### src/rtl/ipv4cs_pkg.sv
// Shared widths, field positions and types for the IPv4 header checksum inserter.
package ipv4cs_pkg;

    localparam int LANE_W    = 64;
    localparam int NUM_LANES = 8;
    localparam int BEAT_W    = LANE_W * NUM_LANES;
    localparam int KEEP_W    = 64;
    localparam int DATA_W    = BEAT_W + KEEP_W;
    localparam int HDR_WORDS = 10;
    localparam int HDR_W     = HDR_WORDS * 16;
    localparam int CSUM_W    = 16;
    // byte 10 carries the checksum high half, byte 11 the low half
    localparam int CSUM_HI_POS = 80;
    localparam int CSUM_LO_POS = 88;

    typedef logic [BEAT_W-1:0] t_beat;
    typedef logic [KEEP_W-1:0] t_keep;
    typedef logic [HDR_W-1:0]  t_hdr;
    typedef logic [CSUM_W-1:0] t_csum;

endpackage

### src/rtl/ipv4cs_csum.sv
// One's-complement checksum over the 20-byte IPv4 header of a beat.
module ipv4cs_csum (
    input  ipv4cs_pkg::t_hdr  i_hdr,
    output ipv4cs_pkg::t_csum o_csum
);
    import ipv4cs_pkg::*;

    logic [15:0] w [HDR_WORDS];
    logic [16:0] s_pair [HDR_WORDS/2];
    logic [17:0] s_a;
    logic [17:0] s_b;
    logic [18:0] s_c;
    logic [19:0] s_total;
    logic [16:0] s_fold1;
    logic [15:0] s_fold2;

    // big-endian words: lower-numbered byte is the high half
    always_comb begin
        for (int i = 0; i < HDR_WORDS; i++) begin
            w[i] = {i_hdr[16*i +: 8], i_hdr[16*i+8 +: 8]};
        end
        for (int i = 0; i < HDR_WORDS/2; i++) begin
            s_pair[i] = {1'b0, w[2*i]} + {1'b0, w[2*i+1]};
        end
    end

    assign s_a     = {1'b0, s_pair[0]} + {1'b0, s_pair[1]};
    assign s_b     = {1'b0, s_pair[2]} + {1'b0, s_pair[3]};
    assign s_c     = {1'b0, s_a} + {1'b0, s_b};
    assign s_total = {1'b0, s_c} + {3'b000, s_pair[4]};

    // two end-around folds bring a 20-bit sum down to 16 bits
    assign s_fold1 = {1'b0, s_total[15:0]} + {13'd0, s_total[19:16]};
    assign s_fold2 = s_fold1[15:0] + {15'd0, s_fold1[16]};

    assign o_csum = ~s_fold2;

endmodule

### src/rtl/ipv4_header_checksum_insert.sv
// Top level: IPv4 header checksum insertion on a 512-bit stream.
//
// Usage:
//   s_axis carries beats in, m_axis carries them out; an item moves when
//   tvalid and tready are both high. tdata packs the beat (bits 511:0, byte k
//   at 8k+7:8k) and the byte keep mask (bits 575:512); tlast ends a packet.
//   On the first beat of every packet bytes 10 and 11 are replaced by the
//   one's-complement checksum of bytes 0..19; all other bits, keep and last
//   pass through unchanged. A beat with tlast set makes the next beat a
//   first beat again.
//   The item is captured in the input register on the accepting edge and then
//   moves to the result register, which drives m_axis_tvalid.
//   Throughput: one beat per cycle while the receiver does not stall; the
//   checksum adder tree between the two registers is combinational.
//   Reset (i_rst_n low, synchronous) empties both registers and arms the
//   first-beat flag. When the receiver stalls, the result register holds its
//   item and the input register still takes one more, after which
//   s_axis_tready drops until m_axis_tready returns.
module ipv4_header_checksum_insert (
    input  logic                           i_clk,
    input  logic                           i_rst_n,
    input  logic                           s_axis_tvalid,
    output logic                           s_axis_tready,
    // lane0..lane7 (bits 511:0), byte_keep (bits 575:512)
    input  logic [ipv4cs_pkg::DATA_W-1:0]  s_axis_tdata,
    input  logic                           s_axis_tlast,
    output logic                           m_axis_tvalid,
    input  logic                           m_axis_tready,
    // out_lane0..out_lane7 (bits 511:0), out_keep (bits 575:512)
    output logic [ipv4cs_pkg::DATA_W-1:0]  m_axis_tdata,
    output logic                           m_axis_tlast
);
    import ipv4cs_pkg::*;

    logic  r_at_first;
    logic  r_in_valid;
    t_beat r_in_beat;
    t_keep r_in_keep;
    logic  r_in_last;
    logic  r_in_first;
    logic  r_out_valid;
    t_beat r_out_beat;
    t_keep r_out_keep;
    logic  r_out_last;

    logic  pipe_en;
    logic  in_accept;
    t_csum csum;
    t_beat n_out_beat;

    assign pipe_en       = !r_out_valid || m_axis_tready;
    assign s_axis_tready = !r_in_valid || pipe_en;
    assign in_accept     = s_axis_tvalid && s_axis_tready;

    always_ff @(posedge i_clk) begin
        if (!i_rst_n) begin
            r_at_first <= 1'b1;
        end else if (in_accept) begin
            // rearm on the last item of a packet
            r_at_first <= s_axis_tlast;
        end
    end

    always_ff @(posedge i_clk) begin
        if (!i_rst_n) begin
            r_in_valid <= 1'b0;
        end else if (in_accept) begin
            r_in_valid <= 1'b1;
        end else if (pipe_en) begin
            r_in_valid <= 1'b0;
        end
    end

    always_ff @(posedge i_clk) begin
        if (in_accept) begin
            r_in_beat  <= s_axis_tdata[BEAT_W-1:0];
            r_in_keep  <= s_axis_tdata[DATA_W-1:BEAT_W];
            r_in_last  <= s_axis_tlast;
            r_in_first <= r_at_first;
        end
    end

    ipv4cs_csum u_csum (
        .i_hdr  (r_in_beat[HDR_W-1:0]),
        .o_csum (csum)
    );

    always_comb begin
        n_out_beat = r_in_beat;
        if (r_in_first) begin
            n_out_beat[CSUM_HI_POS +: 8] = csum[15:8];
            n_out_beat[CSUM_LO_POS +: 8] = csum[7:0];
        end
    end

    always_ff @(posedge i_clk) begin
        if (!i_rst_n) begin
            r_out_valid <= 1'b0;
        end else if (pipe_en) begin
            r_out_valid <= r_in_valid;
        end
    end

    always_ff @(posedge i_clk) begin
        if (pipe_en && r_in_valid) begin
            r_out_beat <= n_out_beat;
            r_out_keep <= r_in_keep;
            r_out_last <= r_in_last;
        end
    end

    assign m_axis_tvalid = r_out_valid;
    assign m_axis_tdata  = {r_out_keep, r_out_beat};
    assign m_axis_tlast  = r_out_last;

`ifndef SYNTHESIS
    a_rearm_on_last: assert property (@(posedge i_clk) disable iff (!i_rst_n)
        in_accept && s_axis_tlast |=> r_at_first)
        else $error("first-beat flag not rearmed after last item");

    a_clear_mid_packet: assert property (@(posedge i_clk) disable iff (!i_rst_n)
        in_accept && !s_axis_tlast |=> !r_at_first)
        else $error("first-beat flag still set inside a packet");

    a_hold_on_stall: assert property (@(posedge i_clk) disable iff (!i_rst_n)
        r_in_valid && !pipe_en |=> r_in_valid && $stable(r_in_beat))
        else $error("input register lost an item during a stall");

    a_advance: assert property (@(posedge i_clk) disable iff (!i_rst_n)
        r_in_valid && pipe_en |=> r_out_valid)
        else $error("item did not reach the result register");
`endif

endmodule

### config.mk
export PLATFORM = sky130hd
export DESIGN_NAME = ipv4_header_checksum_insert
export DESIGN_NICKNAME = d
export VERILOG_FILES = /design/src/rtl/ipv4cs_pkg.sv /design/src/rtl/ipv4cs_csum.sv /design/src/rtl/ipv4_header_checksum_insert.sv
export SDC_FILE = /design/constraint.sdc
export NUM_CORES = 1
export LEC_CHECK = 0
export ABC_AREA = 1
export BUFFER_PORTS_ARGS = -buffer_cell sky130_fd_sc_hd__buf_4
export CORE_AREA = 4 4 447 449
export DETAILED_ROUTE_END_ITERATION = 16
export DIE_AREA = 0 0 451 453
export GPL_ROUTABILITY_DRIVEN = 0
export PLACE_DENSITY_LB_ADDON = 0.15
export SLEW_MARGIN = 5
export SYNTH_ARGS = -nofsm -noshare
export SYNTH_HDL_FRONTEND = slang
export SYNTH_SLANG_ARGS = --single-unit
### constraint.sdc
create_clock -name i_clk -period 56.1 [get_ports i_clk]
set_clock_uncertainty 0.1 [all_clocks]
set_input_delay 2.805 -clock i_clk [delete_from_list [all_inputs] [get_ports i_clk]]
set_output_delay 2.805 -clock i_clk [all_outputs]
set_load 0.01 [all_outputs]
==> results of run 1 <==
-- layout by cell type, fill, tap and decap left out, drive strengths merged --
cell,Yosys,final
o21bai,2,2
a31oi,6,6
fa,126,126
clkbuf,2,179
diode,0,11
xnor2,2,2
nand4,6,6
xor2,6,6
inv,217,224
a211oi,1,1
or2,1,1
nand3,53,53
buf,2,1175
dfxtp,3,3
a21boi,1,1
ha,33,33
o21ai,11,11
a22oi,1,1
clkinvlp,0,2
nor2,55,55
clkinv,0,45
bufinv,0,7
edfxtp,1155,1155
nand2,160,160
a21oi,17,17
-- area by class of cell --
cell class                      count  share of cell area
Inverter                          217             0.01448
Antenna cell                       11           0.0004850
Clock buffer                      179             0.06655
Clock inverter                     61             0.01179
Sequential cell                  1158              0.6121
Tap cell                         2640             0.05820
Multi-Input combinational cell    481             0.08027
Timing Repair Buffer             1175              0.1561
-- final timing paths --
path                                  from                        end  slack, ps  depth (start not counted)
setup / recovery   r_in_beat[91]$_DFFE_PP_   r_out_beat[86]$_DFFE_PP_      47720                         42
hold / removal    r_in_beat[327]$_DFFE_PP_  r_out_beat[327]$_DFFE_PP_        300                          0
setup reg to reg   r_in_beat[91]$_DFFE_PP_   r_out_beat[86]$_DFFE_PP_      47720                         42
hold reg to reg   r_in_beat[327]$_DFFE_PP_  r_out_beat[327]$_DFFE_PP_        300                          0
-- power by group through the flow --
stage          registers, uW  clock network (uW)  logic [uW]
6_report                1050                 886        1210
3_5_place_dp            1070                   0        1240
4_1_cts                 1050                 924        1240
5_1_grt                 1050                 961        1400
3_3_place_gp            1060                   0        1250
2_1_floorplan           1110                   0         849
-- routing by layer --
metal	vias to the layer above	track usage
li1	9465	-
met1	10650	0.1420
met2	803	0.2533
met3	230	0.05776
met4	20	0.04224
met5	-	0
-- through the flow --
step / util / power, uW
2_1_floorplan: - / 1959
3_3_place_gp: 0.2665 / 2314
3_5_place_dp: 0.2665 / 2302
4_1_cts: 0.2891 / 3215
5_1_grt: 0.2892 / 3415
6_report: 0.2893 / 3144
-- state kept, by name, summed over array words and instances, names as in the netlist --
signal         flops
m_axis_tlast       1
m_axis_tvalid      1
r_at_first         1
r_in_beat        512
r_in_first         1
r_in_keep         64
r_in_last          1
r_in_valid         1
r_out_beat       512
r_out_keep        64
-- critical path: cells and delay by family (launching register included) --
kind	cells	cell delay [ps]
buf+inv	4	240
xor+xnor	1	180
flops	1	460
simple gates	27	3030
fa+ha+maj	10	4140
-- cell families (layout without fill, tap and decap cells) --
logic type               Yosys count  after routing  synth area share
buffers and inverters            221           1632           0.02089
other                              0             11                 0
XOR/XNOR                           8              8          0.001746
AND/OR/NAND/NOR                  275            275           0.03280
AO/OA/AOI/OAI                     39             39          0.005551
adder cells (fa/ha/maj)          159            159           0.07315
flip-flops                      1158           1158            0.8659
==> reports/metrics.yaml, run 1 <==
final_antenna_net_count: 0
yosys_warnings: 0
cts_setup_buffers: 0
drive_above_1_share: 0.4326
synthCells: 1860
seq_power_share: 0.333
p_switching_uw: 1188
rows: 163
antenna_found_initial: 47
drc: 0
num-nets-final: 3915
cts_made_buffers: 142
drt_iter0_drc: 1406
p_clk_frac: 0.282
vias: 21170
ir_drop_v: 0.00005357
max-cap-violations: 0
leakage_uw: 0.02199
setup_viol: 0
fillCellCount: 19840
fmax_mhz: 119.3
yosys-top-cells-count: "1155 x edfxtp_1, 208 x inv_1, 145 x nand2_1"
area_growth_pct: 41.45
path_max_fanout: 8
cp_data_arrival_time_ps: 8790
grt_pass1_vias: 22620
place_inst: 5671
multi_input_area_mm2: 0.004556
ff_latch_area_mm2: 0.03474
drt-met1-wl_um: 49150
instances_no_fill: 5922
start_kind: "flop"
status: "finished, final reports clean"
synth.most_common_cell: "edfxtp_1"
drtPass1Iterations: 6
synth_nets: 2600
clockRootBuffer: "clkbuf_16"
finalSetupTns_ps: 0
netlist.area_leader.share: 0.8644
grt_max_degree: 156
p_sw_frac: 0.3777
syn_area_mm2: 0.04013
power.internal_uw: 1957
io_buffers: 1159
crit_path_max_incr_delay_ps: 630
place_area_mm2: 0.05228
clockBufferDepth: 3
slowest_stage: "fa_1"
critPathMostFrequentCell: "nand3_1"
timing.slew.headroom: 0.3103
rsz0062_at_grt: "false"
tightest_slew_ps: 1035
start_util: 0.2045
synth.area.top_cells: "edfxtp_1 86%, fa_1 6.3%, inv_1 1.9%, nand2_1 1.4%, ha_1 1.0%"
synth_edf_count: 1155
p_per_area_mw_per_mm2: 55.40
ys_types: 33
fin_crit_sh: 0.1495
hp-class: "flop to flop"
fin_area_mm2: 0.05676
grt_overflow_total: 0
die_h_um: 453
ys_seq_elements: 1158
grt_use_total: 0.1379
clkSinkCount: 1158
hold_viol: 0
synth.avg_cell_area_um2: 21.57
timing.final.ws_setup_ps: 47720
critPathKind: "flop to flop"
cp.required_ps: 56500
pwr-share-comb: 0.385
worstSkewPairLatency_ps: 770
core-area_mm2: 0.1962
routedWlPerCell_um: 24.49
grt_pass1_wl_um: 193600
final_max_slew_viol_count: 0
dieArea_mm2: 0.2043
async_reset_ff_frac: 0
wl_met2_um: 78680
dieWidth_um: 451
period_needed_ps: 8385
synth_largest_area_cell: "edfxtp_1"
seq_area_frac_synth: 0.8659
wl_met3_um: 12910
clkTransAtPathRegs_ps: 60
cp-end-kind: "flop"
worst_hold_slack_ps: 304.0
synthFlopType: "edfxtp_1"
cts_hold_buf: 0
top_layer: "met5"
io-pin-count: 1160
hpwl_um: 113500
h-tree-depth: 4
tritoncts: "yes"
place_ws_ps: 47570
routed_wl_um: 145000
cts_resized: 0
vias_per_cell: 3.574
No activity file was read; power rests on OpenSTA's default activity.
==> run 2, diff against run 1 <==
Clock period 56.1 ns to 6.79 ns, I/O delays scaled along.
==> reports/metrics.yaml, run 2 (synthesis results as in run 1) <==
drive_above_1_share: 0.4109
cp_data_arrival_time_ps: 8000
grt_use_total: 0.1413
h-tree-depth: 4
slowest_stage: "fa_1"
clkTransAtPathRegs_ps: 60
rrSetupSlack_ps: -790
setup_viol: 14
rsz0062_at_grt: "true"
start_kind: "flop"
routed_wl_um: 148300
num-nets-final: 4635
hold_viol: 0
tritoncts: "yes"
place_area_mm2: 0.05324
vias: 23770
dieWidth_um: 451
grt_max_degree: 152
final_antenna_net_count: 0
core-area_mm2: 0.1962
io-pin-count: 1160
cts_made_buffers: 140
mostFrequentLayoutCells: "1306 x buf_4, 1155 x edfxtp_1, 581 x dlygate4sd3_1"
vias_per_cell: 3.566
clockBufferDepth: 3
clkSinkCount: 1158
dieArea_mm2: 0.2043
p_total_uw: 31450
top_layer: "met5"
wl_met3_um: 10580
routedWlPerCell_um: 22.24
path_max_fanout: 3
drc: 0
fillCellCount: 19480
hpwl_um: 113400
instances_no_fill: 6665
critPathKind: "flop to flop"
fin_area_mm2: 0.06424
timing.slew.headroom: 0.2349
start_util: 0.2045
drtPass1Iterations: 4
clockRootBuffer: "clkbuf_16"
status: "complete, but fails checks"
crit_path_max_incr_delay_ps: 580
layout_commonest_cell: "buf_4"
drt-met1-wl_um: 53700
io_buffers: 1159
rows: 163
place_inst: 5790
tightest_slew_ps: 1148
die_h_um: 453
violations: "negative setup slack"
leakage_uw: 0.02516
grt_overflow_total: 0
final_max_slew_viol_count: 0
hp-class: "input pin to flop"
cp-end-kind: "flop"
area_growth_pct: 60.10
drt_iter0_drc: 1263
grt_pass1_vias: 25860
grt_pass1_wl_um: 201500
p_per_area_mw_per_mm2: 489.5
fmax_mhz: 131.9
period_needed_ps: 7583
ir_drop_v: 0.0006054
fin_crit_sh: 1.117
wl_met2_um: 80620
timing.final.ws_setup_ps: -793.4
post-route-util: 0.3274
worstSkewPairLatency_ps: 780
top_regs: "r_in_beat x512, r_out_beat x512"
cp.required_ps: 7210
critPathMostFrequentCell: "nand2_1"
antenna_found_initial: 65
max-cap-violations: 0
run 2: layout make-up:
type                       count  area [um2]  share of cell area
tap                         2640        3303             0.05142
clock inverter                77       840.8             0.01309
clock buffer                 178        3730             0.05806
inverter                     217       818.3             0.01274
timing repair buffer        1897       15800              0.2460
antenna                       17       42.54           0.0006622
sequential                  1158       34740              0.5408
multi-input combinational    481        4961             0.07722
run 2: what timing repair did:
action / in CTS / in global routing
gates resized for setup: 63 / 38
pin swaps: 77 / 48
setup buffers: 15 / 9
hold buffers: 581 / 0
cloned: 0 / 0
endpoints found under the hold margin: 580 / 0
setup endpoints to repair: 16 / 16
run 2: metal layers:
metal	up-vias	global-route usage
li1	10930	-
met4	10	0.03461
met3	244	0.04679
met2	787	0.2635
met1	11800	0.1534
met5	-	0
run 2: stage by stage:
step / setup TNS [ps] / setup WS (ps) / hold WS, ps
2_1_floorplan: -4027960 / -3801 / 300.3
3_3_place_gp: -14620 / -1327 / 300.1
3_5_place_dp: -14650 / -1309 / 304.5
4_1_cts: -8427 / -918.2 / 41.53
5_1_grt: -13460 / -1263 / 91.79
6_report: -6932 / -793.4 / 160.9
run 2: power breakdown:
part	leakage [uW]	internal (uW)	switching [uW]
sequential	0.0111	8510	142
clock	0.00219	4320	3140
combinational	0.0119	7150	8190
run 2: final timing paths:
check | startpoint | to | cells past startpoint
max | r_in_beat[15]$_DFFE_PP_ | r_out_beat[87]$_DFFE_PP_ | 49
min | s_axis_tdata[315] | r_in_beat[315]$_DFFE_PP_ | 2
max reg2reg | r_in_beat[15]$_DFFE_PP_ | r_out_beat[87]$_DFFE_PP_ | 49
min reg2reg | r_in_keep[3]$_DFFE_PP_ | r_out_keep[3]$_DFFE_PP_ | 0
run 2: critical path, delay by kind of cell (launching register included):
kind	cells	cell delay, ps
buffers and inverters	7	380
AND/OR/NAND/NOR	32	2600
XOR/XNOR	1	190
adder cells (fa/ha/maj)	9	3690
flip-flops	1	360
==> run 3, diff against run 2 <==
==> constraint.sdc (replaced) <==
create_clock -name i_clk -period 6.79 [get_ports i_clk]
set_clock_uncertainty 0.1 [all_clocks]
set_input_delay 1.0185 -clock i_clk [delete_from_list [all_inputs] [get_ports i_clk]]
set_output_delay 1.0185 -clock i_clk [all_outputs]
set_load 0.01 [all_outputs]
==> reports/metrics.yaml, run 3 (synthesis results as in run 1) <==
status: "complete, but fails checks"
violations: "negative setup slack"
min_path_cells: 1
rrSetupSlack_ps: -820
start_kind: "flop"
slowest_stage: "fa_2"
p_per_area_mw_per_mm2: 527.5
num-nets-final: 4073
grt_pass1_vias: 23450
worstSkewPairLatency_ps: 800
mostFrequentLayoutCells: "1313 x buf_4, 1155 x edfxtp_1, 190 x inv_1"
dieArea_mm2: 0.2043
core-area_mm2: 0.1962
fillCellCount: 19710
clkSinkCount: 1158
start_util: 0.2045
cp-end-kind: "flop"
io_buffers: 1159
vias_per_cell: 3.564
crit_path_max_incr_delay_ps: 590
top_regs: "r_in_beat x512, r_out_beat x512"
drt_iter0_drc: 1349
drc: 0
clockBufferDepth: 3
grt_use_total: 0.1393
vias: 21710
routed_wl_um: 146100
place_ws_ps: -1402
grt_overflow_total: 0
final_max_slew_viol_count: 0
critPathMostFrequentCell: "nand2_1"
critPathKind: "flop to flop"
fin_crit_sh: 1.121
setup_viol: 14
timing.slew.headroom: 0.2529
final_antenna_net_count: 0
drtPass1Iterations: 5
period_needed_ps: 7611
clkTransAtPathRegs_ps: 60
io-pin-count: 1160
cp.required_ps: 7220
grt_pass1_wl_um: 194800
drive_above_1_share: 0.4887
layout_commonest_cell: "buf_4"
tightest_slew_ps: 1118
antenna_found_initial: 50
worstRegToRegCells: 46
max-cap-violations: 0
cts_made_buffers: 142
hpwl_um: 113300
ir_drop_v: 0.0006571
hold_viol: 0
hp-class: "input pin to flop"
routedWlPerCell_um: 23.98
grt_max_degree: 150
leakage_uw: 0.02280
rows: 163
fmax_mhz: 131.4
post-route-util: 0.2983
cp_data_arrival_time_ps: 8040
tritoncts: "yes"
p_total_uw: 30870
h-tree-depth: 4
rsz0062_at_grt: "true"
die_h_um: 453
timing.final.ws_setup_ps: -820.9
clockRootBuffer: "clkbuf_16"
area_growth_pct: 45.87
path_max_fanout: 5
dieWidth_um: 451
[run 3: cell count changes in the layout (fill, tap and decap cells not counted), moves of 4 or more]
cell / change
buf_6: +11
clkinvlp_4: -4
fa_1: -5
diode_2: -5
buf_4: +7
fa_2: +5
clkinv_2: +8
inv_2: +8
clkinv_1: -6
inv_1: -9
clkinv_4: +4
bufinv_16: -5
dlygate4sd3_1: -581
[run 3: worst paths after layout]
check | start | to
setup / recovery | r_in_beat[92]$_DFFE_PP_ | r_out_beat[87]$_DFFE_PP_
hold / removal | s_axis_tdata[206] | r_in_beat[206]$_DFFE_PP_
setup reg to reg | r_in_beat[92]$_DFFE_PP_ | r_out_beat[87]$_DFFE_PP_
hold reg to reg | r_in_keep[18]$_DFFE_PP_ | r_out_keep[18]$_DFFE_PP_
[run 3: report_power, final]
| group | switching (uW) | internal (uW) | total (uW) |
|---|---|---|---|
| combinational | 8130 | 6810 | 14900 |
| clock | 3180 | 4100 | 7280 |
| sequential | 143 | 8510 | 8650 |
[run 3: final cells by class]
type                       count  area, um2  share of cell area
antenna                       12      30.03           0.0005131
sequential                  1158      34740              0.5936
tap                         2640       3303             0.05644
clock inverter                78      787.0             0.01345
multi-input combinational    481       5027             0.08589
clock buffer                 173       3670             0.06270
timing repair buffer        1333      10140              0.1733
inverter                     217      825.8             0.01411
[run 3: critical path: cells and delay by family (launching register included)]
family          cells  cell delay [ps]
compound gates      2              200
fa+ha+maj           7             3300
buf+inv            12             1140
flops               1              370
simple gates       25             2280
[run 3: metrics by stage]
step / setup TNS (ps) / std cells / area [um2] / hold slack [ps]
6_report: -7864 / 6092 / 58530 / 289.4
5_1_grt: -14210 / 6084 / 58510 / 204.7
4_1_cts: -10120 / 6084 / 58370 / 178.6
3_5_place_dp: -15840 / 5784 / 53180 / 304.5
3_3_place_gp: -15710 / 5784 / 53180 / 300.1
2_1_floorplan: -4619650 / 1860 / 40150 / 300.3
[run 3: timing repair]
item                                    CTS  global route
pin swaps                                97            50
hold buffers                              0             0
buffers inserted                         51            13
endpoints found under the setup margin   16            16
gates resized for setup                  91            42
hold endpoints to repair                  0             0
[run 3: per-layer routing]
| metal | global-route usage | vias up | part of all wire |
|---|---|---|---|
| met3 | 0.05364 | 226 | 0.083 |
| met4 | 0.03904 | 4 | 0.024 |
| met5 | 0 | - | 0.00021 |
| met2 | 0.2612 | 758 | 0.55 |
| li1 | - | 9797 | - |
| met1 | 0.1432 | 10930 | 0.34 |
